==> config.mk <==
export PLATFORM = sky130hd
export DESIGN_NAME = tick_task_scheduler_table_top
export DESIGN_NICKNAME = d
export VERILOG_FILES = /design/src/design/tts_pkg.sv /design/src/design/tts_slot_ram.sv /design/src/design/tts_out_reg.sv /design/src/design/tts_seq.sv /design/src/design/tick_task_scheduler_table_top.sv
export SDC_FILE = /design/constraint.sdc
export NUM_CORES = 1
export LEC_CHECK = 0
export ABC_AREA = 1
export ABC_CLOCK_PERIOD_IN_PS = 20700
export BUFFER_PORTS_ARGS = -buffer_cell sky130_fd_sc_hd__clkbuf_2
export CAP_MARGIN = 20
export CORE_ASPECT_RATIO = 1.2
export CORE_MARGIN = 3
export CORE_UTILIZATION = 70
export CTS_BUF_LIST = sky130_fd_sc_hd__clkbuf_8
export CTS_CLUSTER_DIAMETER = 150
export CTS_CLUSTER_SIZE = 8
export DETAILED_ROUTE_END_ITERATION = 10
export PLACE_DENSITY = 0.88
export SLEW_MARGIN = 20
export SYNTH_ARGS = -nofsm -noshare
export SYNTH_HDL_FRONTEND = slang
export SYNTH_SLANG_ARGS = --single-unit
==> constraint.sdc <==
create_clock -name clock -period 20.7 [get_ports clock]
set_input_delay 4.14 -clock clock [delete_from_list [all_inputs] [get_ports clock]]
set_output_delay 4.14 -clock clock [all_outputs]
set_load 0.01 [all_outputs]
==> src/design/tts_pkg.sv <==
// ============================================================================
// tts_pkg
// Shared types and constants for the tick task scheduler table.
// ============================================================================
package tts_pkg;

   localparam int SLOTS_DEFAULT = 8;

   localparam int HANDLE_W = 16;
   localparam int COUNT_W  = 16;
   localparam int INDEX_W  = 4;

   localparam logic [COUNT_W-1:0] CD_WRAP = '1;

   typedef enum logic [1:0] {
      FUNC_TICK     = 2'd0,
      FUNC_ADD      = 2'd1,
      FUNC_DELETE   = 2'd2,
      FUNC_DISPATCH = 2'd3
   } func_type;

   typedef enum logic [1:0] {
      ST_OK    = 2'd0,
      ST_EMPTY = 2'd1,
      ST_FULL  = 2'd2,
      ST_NONE  = 2'd3
   } status_type;

   typedef enum logic [1:0] {
      SEQ_IDLE,
      SEQ_SCAN,
      SEQ_REPORT
   } seq_state_type;

   // One slot record as stored in the slot memory
   typedef struct packed {
      logic [HANDLE_W-1:0] handle;
      logic [COUNT_W-1:0]  countdown;
      logic [COUNT_W-1:0]  period;
      logic [COUNT_W-1:0]  pending;
   } slot_rec_type;

   // One result beat
   typedef struct packed {
      status_type          status;
      logic [INDEX_W-1:0]  slot_index;
      logic [HANDLE_W-1:0] run_handle;
      logic                last;
   } rsp_beat_type;

endpackage

==> src/design/tts_slot_ram.sv <==
// ============================================================================
// tts_slot_ram
// Slot record memory: one write port, one read port, registered read data.
// ============================================================================
module tts_slot_ram import tts_pkg::*; #(
   parameter int SLOTS = SLOTS_DEFAULT
) (
   input  logic                clock,
   input  logic                rd_en,
   input  logic [((SLOTS > 1) ? $clog2(SLOTS) : 1)-1:0] rd_addr,
   output slot_rec_type        rd_data,
   input  logic                wr_en,
   input  logic [((SLOTS > 1) ? $clog2(SLOTS) : 1)-1:0] wr_addr,
   input  slot_rec_type        wr_data
);

   slot_rec_type slot_mem [SLOTS];
   slot_rec_type rd_data_ff;

   always_ff @(posedge clock) begin
      if (wr_en) begin
         slot_mem[wr_addr] <= wr_data;
      end
      if (rd_en) begin
         rd_data_ff <= slot_mem[rd_addr];
      end
   end

   assign rd_data = rd_data_ff;

endmodule

==> src/design/tts_out_reg.sv <==
// ============================================================================
// tts_out_reg
// Output register between the sequencer and the result channel.
// ============================================================================
module tts_out_reg import tts_pkg::*; (
   input  logic         clock,
   input  logic         reset,
   input  logic         in_valid,
   output logic         in_ready,
   input  rsp_beat_type in_beat,
   output logic         out_valid,
   input  logic         out_ready,
   output rsp_beat_type out_beat
);

   logic         full_ff;
   logic         full_in;
   rsp_beat_type beat_ff;

   assign in_ready = !full_ff || out_ready;
   assign full_in  = (in_valid && in_ready) || (full_ff && !out_ready);

   always_ff @(posedge clock) begin
      if (reset) begin
         full_ff <= 1'b0;
      end else begin
         full_ff <= full_in;
      end
   end

   // load a new beat whenever the register frees up
   always_ff @(posedge clock) begin
      if (in_valid && in_ready) begin
         beat_ff <= in_beat;
      end
   end

   assign out_valid = full_ff;
   assign out_beat  = beat_ff;

endmodule

==> src/design/tts_seq.sv <==
// ============================================================================
// tts_seq
// Command sequencer: valid and pending marks, slot scans, result beats.
// ============================================================================
module tts_seq import tts_pkg::*; #(
   parameter int SLOTS = SLOTS_DEFAULT
) (
   input  logic                clock,
   input  logic                reset,
   input  logic                req_valid,
   output logic                req_ready,
   input  func_type            req_func,
   input  logic [2:0]          req_task_slot,
   input  logic [HANDLE_W-1:0] req_task_handle,
   input  logic [COUNT_W-1:0]  req_first_delay,
   input  logic [COUNT_W-1:0]  req_repeat_period,
   output logic                ram_rd_en,
   output logic [((SLOTS > 1) ? $clog2(SLOTS) : 1)-1:0] ram_rd_addr,
   input  slot_rec_type        ram_rd_data,
   output logic                ram_wr_en,
   output logic [((SLOTS > 1) ? $clog2(SLOTS) : 1)-1:0] ram_wr_addr,
   output slot_rec_type        ram_wr_data,
   output logic                emit_valid,
   input  logic                emit_ready,
   output rsp_beat_type        emit_beat
);

   localparam int SW = (SLOTS > 1) ? $clog2(SLOTS) : 1;
   localparam logic [SW-1:0]      LAST_IDX  = SW'(SLOTS - 1);
   localparam logic [INDEX_W-1:0] NONE_IDX  = INDEX_W'(SLOTS);

   seq_state_type      state_ff, state_in;
   func_type           op_ff, op_in;
   logic [SW-1:0]      idx_ff, idx_in;
   logic [SLOTS-1:0]   valid_ff, valid_in;
   logic [SLOTS-1:0]   pnz_ff, pnz_in;      // pending count nonzero
   status_type         res_status_ff, res_status_in;
   logic [INDEX_W-1:0] res_slot_ff, res_slot_in;

   logic [SLOTS-1:0]   due;
   logic               free_found;
   logic [SW-1:0]      free_idx;
   logic               due_above;
   logic               advance;
   logic               del_in_range;
   logic [SW-1:0]      del_idx;
   slot_rec_type       rec;

   assign due          = valid_ff & pnz_ff;
   assign del_in_range = 32'(req_task_slot) < SLOTS;
   assign del_idx      = SW'(req_task_slot);
   assign rec          = ram_rd_data;

   // lowest free slot
   always_comb begin
      free_found = 1'b0;
      free_idx   = '0;
      for (int j = SLOTS - 1; j >= 0; j--) begin
         if (!valid_ff[j]) begin
            free_found = 1'b1;
            free_idx   = SW'(j);
         end
      end
   end

   // any due slot beyond the one under scan
   always_comb begin
      due_above = 1'b0;
      for (int j = 0; j < SLOTS; j++) begin
         if ((SW'(j) > idx_ff) && due[j]) begin
            due_above = 1'b1;
         end
      end
   end

   always_ff @(posedge clock) begin
      if (reset) begin
         state_ff <= SEQ_IDLE;
         valid_ff <= '0;
         pnz_ff   <= '0;
      end else begin
         state_ff <= state_in;
         valid_ff <= valid_in;
         pnz_ff   <= pnz_in;
      end
   end

   always_ff @(posedge clock) begin
      op_ff         <= op_in;
      idx_ff        <= idx_in;
      res_status_ff <= res_status_in;
      res_slot_ff   <= res_slot_in;
   end

   always_comb begin
      state_in      = state_ff;
      op_in         = op_ff;
      idx_in        = idx_ff;
      valid_in      = valid_ff;
      pnz_in        = pnz_ff;
      res_status_in = res_status_ff;
      res_slot_in   = res_slot_ff;
      req_ready     = 1'b0;
      ram_rd_en     = 1'b0;
      ram_rd_addr   = idx_ff;
      ram_wr_en     = 1'b0;
      ram_wr_addr   = idx_ff;
      ram_wr_data   = rec;
      emit_valid    = 1'b0;
      emit_beat     = '0;
      advance       = 1'b0;

      unique case (state_ff)
         SEQ_IDLE: begin
            req_ready = 1'b1;
            if (req_valid) begin
               op_in = req_func;
               unique case (req_func)
                  FUNC_TICK: begin
                     ram_rd_en   = 1'b1;
                     ram_rd_addr = '0;
                     idx_in      = '0;
                     state_in    = SEQ_SCAN;
                  end
                  FUNC_ADD: begin
                     state_in = SEQ_REPORT;
                     if (free_found) begin
                        ram_wr_en             = 1'b1;
                        ram_wr_addr           = free_idx;
                        ram_wr_data.handle    = req_task_handle;
                        ram_wr_data.countdown = req_first_delay;
                        ram_wr_data.period    = req_repeat_period;
                        ram_wr_data.pending   = '0;
                        valid_in[free_idx]    = 1'b1;
                        pnz_in[free_idx]      = 1'b0;
                        res_status_in         = ST_OK;
                        res_slot_in           = INDEX_W'(free_idx);
                     end else begin
                        res_status_in = ST_FULL;
                        res_slot_in   = NONE_IDX;
                     end
                  end
                  FUNC_DELETE: begin
                     state_in      = SEQ_REPORT;
                     res_slot_in   = INDEX_W'(req_task_slot);
                     res_status_in = ST_EMPTY;
                     if (del_in_range) begin
                        if (valid_ff[del_idx]) begin
                           res_status_in = ST_OK;
                        end
                        valid_in[del_idx] = 1'b0;
                        pnz_in[del_idx]   = 1'b0;
                     end
                  end
                  FUNC_DISPATCH: begin
                     if (|due) begin
                        ram_rd_en   = 1'b1;
                        ram_rd_addr = '0;
                        idx_in      = '0;
                        state_in    = SEQ_SCAN;
                     end else begin
                        res_status_in = ST_NONE;
                        res_slot_in   = NONE_IDX;
                        state_in      = SEQ_REPORT;
                     end
                  end
                  default: begin
                     state_in = SEQ_IDLE;
                  end
               endcase
            end
         end

         SEQ_SCAN: begin
            priority if (op_ff == FUNC_TICK) begin
               advance = 1'b1;
               if (valid_ff[idx_ff]) begin
                  ram_wr_en = 1'b1;
                  if (rec.countdown == '0) begin
                     ram_wr_data.pending   = rec.pending + 1'b1;
                     ram_wr_data.countdown = (rec.period != '0) ? rec.period : CD_WRAP;
                     pnz_in[idx_ff]        = (rec.pending != CD_WRAP);
                  end else begin
                     ram_wr_data.countdown = rec.countdown - 1'b1;
                  end
               end
            end else begin
               if (due[idx_ff]) begin
                  emit_valid           = 1'b1;
                  emit_beat.status     = ST_OK;
                  emit_beat.slot_index = INDEX_W'(idx_ff);
                  emit_beat.run_handle = rec.handle;
                  emit_beat.last       = !due_above;
                  advance              = emit_ready;
                  if (emit_ready) begin
                     if (rec.period == '0) begin
                        // one-shot: drop the slot with any runs still owed
                        valid_in[idx_ff] = 1'b0;
                        pnz_in[idx_ff]   = 1'b0;
                     end else begin
                        ram_wr_en           = 1'b1;
                        ram_wr_data.pending = rec.pending - 1'b1;
                        pnz_in[idx_ff]      = (rec.pending != COUNT_W'(1));
                     end
                  end
               end else begin
                  advance = 1'b1;
               end
            end

            if (advance) begin
               if (idx_ff == LAST_IDX) begin
                  if (op_ff == FUNC_TICK) begin
                     res_status_in = ST_OK;
                     res_slot_in   = NONE_IDX;
                     state_in      = SEQ_REPORT;
                  end else begin
                     state_in = SEQ_IDLE;
                  end
               end else begin
                  ram_rd_en   = 1'b1;
                  ram_rd_addr = idx_ff + 1'b1;
                  idx_in      = idx_ff + 1'b1;
               end
            end
         end

         SEQ_REPORT: begin
            emit_valid           = 1'b1;
            emit_beat.status     = res_status_ff;
            emit_beat.slot_index = res_slot_ff;
            emit_beat.run_handle = '0;
            emit_beat.last       = 1'b1;
            if (emit_ready) begin
               state_in = SEQ_IDLE;
            end
         end

         default: begin
            state_in = SEQ_IDLE;
         end
      endcase
   end

endmodule

==> src/design/tick_task_scheduler_table_top.sv <==
// ============================================================================
// tick_task_scheduler_table_top
// Time-triggered cooperative scheduler: a table of task slots with tick,
// add, delete and dispatch commands on one stream, results on another.
// ============================================================================
// Order: add, delete and nothing-due dispatch record their result, then the
//   report state loads the beat into the output register; tick walks every
//   slot first, and dispatch loads a due slot's beat as the scan reaches it.
// Throughput: tick scans the slot memory one slot per cycle; dispatch with due
//   slots scans the same way but holds on a result stall; no new command is
//   taken until the current command is finished.
// Reset: clears the valid and pending marks at once; no memory clearing pass.
module tick_task_scheduler_table_top import tts_pkg::*; #(
   parameter int SLOTS = SLOTS_DEFAULT
) (
   input  logic        clock,
   input  logic        reset,
   // command stream
   input  logic        req_tvalid,
   output logic        req_tready,
   // [1:0] func, [4:2] task_slot, [20:5] task_handle, [36:21] first_delay,
   // [52:37] repeat_period, [55:53] zero
   input  logic [55:0] req_tdata,
   // result stream
   output logic        rsp_tvalid,
   input  logic        rsp_tready,
   // [1:0] status, [5:2] slot_index, [21:6] run_handle, [23:22] zero
   output logic [23:0] rsp_tdata,
   output logic        rsp_tlast
);

   localparam int SW = (SLOTS > 1) ? $clog2(SLOTS) : 1;

   // slot memory port
   logic          ram_rd_en;
   logic [SW-1:0] ram_rd_addr;
   slot_rec_type  ram_rd_data;
   logic          ram_wr_en;
   logic [SW-1:0] ram_wr_addr;
   slot_rec_type  ram_wr_data;

   // sequencer to output register
   logic          emit_valid;
   logic          emit_ready;
   rsp_beat_type  emit_beat;
   rsp_beat_type  rsp_beat;

   // unpack the command beat
   func_type            req_func;
   logic [2:0]          req_task_slot;
   logic [HANDLE_W-1:0] req_task_handle;
   logic [COUNT_W-1:0]  req_first_delay;
   logic [COUNT_W-1:0]  req_repeat_period;

   assign req_func          = func_type'(req_tdata[1:0]);
   assign req_task_slot     = req_tdata[4:2];
   assign req_task_handle   = req_tdata[20:5];
   assign req_first_delay   = req_tdata[36:21];
   assign req_repeat_period = req_tdata[52:37];

   // the sequencer owns the command channel; it walks the slots for tick and
   // dispatch and handles add and delete from the valid marks alone
   tts_seq #(
      .SLOTS (SLOTS)
   ) u_seq (
      .clock             (clock),
      .reset             (reset),
      .req_valid         (req_tvalid),
      .req_ready         (req_tready),
      .req_func          (req_func),
      .req_task_slot     (req_task_slot),
      .req_task_handle   (req_task_handle),
      .req_first_delay   (req_first_delay),
      .req_repeat_period (req_repeat_period),
      .ram_rd_en         (ram_rd_en),
      .ram_rd_addr       (ram_rd_addr),
      .ram_rd_data       (ram_rd_data),
      .ram_wr_en         (ram_wr_en),
      .ram_wr_addr       (ram_wr_addr),
      .ram_wr_data       (ram_wr_data),
      .emit_valid        (emit_valid),
      .emit_ready        (emit_ready),
      .emit_beat         (emit_beat)
   );

   // slot records; an invalid slot's record is never read for a result
   tts_slot_ram #(
      .SLOTS (SLOTS)
   ) u_ram (
      .clock   (clock),
      .rd_en   (ram_rd_en),
      .rd_addr (ram_rd_addr),
      .rd_data (ram_rd_data),
      .wr_en   (ram_wr_en),
      .wr_addr (ram_wr_addr),
      .wr_data (ram_wr_data)
   );

   // hold a finished beat so the sequencer can move on
   tts_out_reg u_out (
      .clock     (clock),
      .reset     (reset),
      .in_valid  (emit_valid),
      .in_ready  (emit_ready),
      .in_beat   (emit_beat),
      .out_valid (rsp_tvalid),
      .out_ready (rsp_tready),
      .out_beat  (rsp_beat)
   );

   // pack the result beat
   assign rsp_tdata = {2'b00, rsp_beat.run_handle, rsp_beat.slot_index, rsp_beat.status};
   assign rsp_tlast = rsp_beat.last;

   // the scan writes one slot while it reads the next: never the same entry
   assert property (@(posedge clock) disable iff (reset)
      (ram_rd_en && ram_wr_en) |-> (ram_rd_addr != ram_wr_addr))
      else $error("slot memory read and write hit the same entry");

   // no command beat is taken back to back with the one before
   assert property (@(posedge clock) disable iff (reset)
      (req_tvalid && req_tready) |=> !req_tready)
      else $error("command taken while the previous one is still in work");

   // every result beat that names no slot closes its command
   assert property (@(posedge clock) disable iff (reset)
      (emit_valid && (emit_beat.status != ST_OK || emit_beat.run_handle == '0)
       && emit_beat.slot_index == INDEX_W'(SLOTS) && SLOTS < 16) |-> emit_beat.last)
      else $error("final result beat without last");

endmodule

==> results_dict.tcl <==
set metrics [dict create \
    hpwlAfterDp_microns 45900 \
    grt_start_max_net_pins 257 \
    tritoncts "built" \
    finish.instance_area_sq_mm 0.0325 \
    power-per-cell-area_mw_per_mm2 142 \
    root_buffer "sky130_fd_sc_hd__clkbuf_8" \
    grt_pass1_wl_microns 125000 \
    post-route-drc-count 0 \
    postSynth.asyncResetShare_pct 0 \
    routed_wl_microns 81200 \
    swShare_pct 41.4 \
    max_clock_freq_ghz 0.115 \
    worst-r2r-cell-count 12 \
    hold_buffer_count_at_cts 0 \
    clockBufferDepth 3 \
    critical_path.endpoint_type "flip-flop" \
    place.port_buffers 81 \
    clk_pin_slew_worst_setup_hold_paths_ns 0.06 \
    worst_ep_required_time_ns 21.01 \
    initial_cell_density_of_the_core_pct 70.9 \
    met3RoutedLength_microns 8430 \
    via_per_inst 6.15 \
    cts_buffers 88 \
    ys_seq_elements 629 \
    r2r-start "u_seq.state_ff[1]" \
    final-hold-violation-count 0 \
    total_congestion_overflow_after_global_routing 0 \
    count_of_cells_resized_by_post_cts_repair 0 \
    final_period_minus_worst_setup_slack_ns 8.67 \
    rows 83 \
    remaining_antenna_violation_count_after_routing 0 \
    grt_pass1_vias 24100 \
    outcome "complete, no violations" \
    worstSkewPairLatency_ns 0.70 \
    via_count 24200 \
    cells_after_dpl 3810 \
    synth_flop_cell "sky130_fd_sc_hd__edfxtp_1" \
    antenna_found_initial 1 \
    p_leak_nw 14.3 \
    gpl.final_weighted_congestion 0.897 \
    die_width_microns 196 \
    detail_route.wirelength.met1_microns 27900 \
    power.switching_mw 1.91 \
    fp.dieH_microns 234 \
    combinationalPowerShare_pct 39.4 \
    hold_end "u_seq.state_ff[1]" \
    postPlaceCellArea_sq_mm 0.0311 \
    timing_max_transition_violations_final 0 \
    post_route_cells_drive_above_1_share_pct 7.35 \
    postSynthAreaPerCell_sq_um 9.17 \
    max_slew.worst_pin.slew_ns 1.15 \
    hold_path_startpoint "u_seq.state_ff[1]" \
    firstDrtPassIters 7 \
    route.met2.wl_microns 40900 \
    cts_setup_buffers 0 \
    postSynthCellCount 3316 \
    synth_enable_flop_cells 607 \
    fp.dieArea_sq_mm 0.0460 \
    crit_path_max_fanout 44 \
    drt_iter0_markers 3099 \
    clock-sinks 629 \
    timing.setup.critical_path_class "in2reg" \
    ir_worst_vdd_mv 0.131 \
    routed.top_layer "met4" \
    final_cells 3929 \
    setup_repair_after_global_routing_missed_its_margin "no" \
    drt-wirelength-per-cell_microns 20.7 \
    final_net_count 3425 \
    part_of_the_yosys_area_used_for_sequential_elements_pct 61.4 \
    cts_htree_levels 3 \
    ys_warn_count 0 \
    timing.max_cap.violations 0 \
    post-route-period-util_pct 41.9 \
    synth.cell_area_sq_mm 0.0304 \
    min_delay_path_depth 2 \
    grt.total_usage_pct 35.0 \
    r2r-end "u_ram.slot_mem[1][22]" \
    clock_power_share_pct 18.2 \
    r2r_setup_slack_ns 14.88 \
    internal_power_mw 2.71 \
    setup_viol 0 \
    start_kind "input port" \
    worst_slew_slack_as_a_fraction_of_its_limit_pct 23.3 \
    pin_count 87 \
    setup_tns_ns 0 \
    clock-skew-final_ns 0.0307 \
    area_growth_syn_to_layout_pct 6.94 \
    timing.hold.worst.class "reg2reg" \
    fp.coreArea_sq_mm 0.0429 \
    critical_path_arrival_ns 8.98 \
    cp-startpoint "req_tdata[1]" \
    synth.distinct_cells 44 \
    seqPwrFrac_pct 42.4 \
]
[stage by stage]
step                utilization [%]  setup WS [ns]  total power [mW]  hold WS, ns
floorplan                         -          10.73              3.23        0.474
global placement               72.5          11.57              3.62        0.494
detailed placement             72.5          11.42              3.73        0.512
CTS                            75.7          12.18              4.57        0.524
global route                   75.8          11.78              4.87        0.549
finish                         75.8          12.03              4.62        0.534
[power groups by stage]
stage	logic, mW	clock network (mW)	registers, mW
after floorplan	1.30	0	1.93
after global placement	1.65	0	1.97
after detailed placement	1.75	0	1.98
after CTS	1.77	0.846	1.95
after global routing	2.00	0.898	1.97
final	1.82	0.841	1.96
[cell usage in the layout (no fill, tap or decap), types with 2 or more instances in the layout]
cell	n
sky130_fd_sc_hd__or2_2	5
sky130_fd_sc_hd__a211oi_1	3
sky130_fd_sc_hd__buf_6	2
sky130_fd_sc_hd__nand2_1	860
sky130_fd_sc_hd__o21ai_0	84
sky130_fd_sc_hd__buf_12	2
sky130_fd_sc_hd__buf_4	25
sky130_fd_sc_hd__nor4_1	3
sky130_fd_sc_hd__inv_2	6
sky130_fd_sc_hd__conb_1	2
sky130_fd_sc_hd__edfxtp_1	607
sky130_fd_sc_hd__xor2_1	5
sky130_fd_sc_hd__nor2_1	112
sky130_fd_sc_hd__a21oi_1	42
sky130_fd_sc_hd__o31ai_1	10
sky130_fd_sc_hd__clkbuf_2	81
sky130_fd_sc_hd__nand3_1	596
sky130_fd_sc_hd__clkinvlp_4	2
sky130_fd_sc_hd__inv_1	649
sky130_fd_sc_hd__nor2_4	9
sky130_fd_sc_hd__a31oi_1	3
sky130_fd_sc_hd__o211ai_1	14
sky130_fd_sc_hd__clkbuf_8	88
sky130_fd_sc_hd__o221ai_1	4
sky130_fd_sc_hd__inv_8	2
sky130_fd_sc_hd__clkinv_2	2
sky130_fd_sc_hd__nand3_4	2
sky130_fd_sc_hd__nor3_1	36
sky130_fd_sc_hd__a22oi_1	18
sky130_fd_sc_hd__nand4_1	26
sky130_fd_sc_hd__ha_1	15
sky130_fd_sc_hd__inv_6	3
sky130_fd_sc_hd__nor2_2	8
sky130_fd_sc_hd__dfxtp_1	22
sky130_fd_sc_hd__o21ai_1	5
[sequential cells by signal (all words and copies together) (netlist names), 3 cells and up]
signal             count
u_out.out_beat        23
u_ram.slot_mem       512
u_seq.valid_ff         8
u_seq.res_slot_ff      4
u_seq.pnz_ff           8
u_seq.idx_ff           3
u_ram.rd_data         64
[Yosys cell counts (22+ instances only)]
cell type	number	share of area (%)
sky130_fd_sc_hd__a21oi_1	42	0.69
sky130_fd_sc_hd__buf_2	93	1.5
sky130_fd_sc_hd__clkbuf_1	52	0.64
sky130_fd_sc_hd__dfxtp_1	22	1.4
sky130_fd_sc_hd__edfxtp_1	607	60
sky130_fd_sc_hd__inv_1	629	7.8
sky130_fd_sc_hd__nand2_1	861	11
sky130_fd_sc_hd__nand3_1	596	9.8
sky130_fd_sc_hd__nand4_1	26	0.53
sky130_fd_sc_hd__nor2_1	122	1.5
sky130_fd_sc_hd__nor3_1	36	0.59
sky130_fd_sc_hd__o21ai_0	85	1.4
[how the worst max path moves through the flow]
stage                             to  depth (start not counted)
3_5_place_dp   u_ram.slot_mem[1][15]                         11
2_1_floorplan       u_ram.rd_data[0]                          3
3_3_place_gp    u_ram.slot_mem[1][1]                         11
5_1_grt        u_ram.slot_mem[1][38]                         11
4_1_cts        u_ram.slot_mem[1][38]                         11
6_report       u_ram.slot_mem[1][22]                         11
[worst max-delay path: stages]
cell,delay (ns)
sky130_fd_sc_hd__clkbuf_2,0.12
sky130_fd_sc_hd__inv_1,0.14
sky130_fd_sc_hd__ha_1,0.21
sky130_fd_sc_hd__nand2_1,0.11
sky130_fd_sc_hd__nor2_4,0.69
sky130_fd_sc_hd__buf_4,0.66
sky130_fd_sc_hd__inv_1,0.50
sky130_fd_sc_hd__o21ai_0,0.41
sky130_fd_sc_hd__nand3_1,0.26
sky130_fd_sc_hd__nor2_4,0.91
sky130_fd_sc_hd__buf_4,0.73
[per-layer routing]
layer	global-route usage (%)	vias up
met5	0	-
met4	19.1	0
met3	5.63	365
met2	60.2	1657
met1	42.8	11300
li1	-	10900
[layout make-up]
class,instances,area [sq um]
clock buffers,88,1210
multi-input cells,1881,8710
inverters,639,2410
repair buffers,111,683
well taps,552,691
fillers,2713,10400
flip-flops and latches,629,18700
clock inverters,28,151
diodes,1,2.50
[cells by family after synthesis]
kind of cell,after synthesis,synth area share [%]
compound gates,193,3.74
xor+xnor,6,0.173
fa+ha+maj,15,0.617
buf+inv,807,10.4
flops,629,61.4
other cells,1,0.0123
simple gates,1665,23.6
Power figures use the tool's default switching activity.
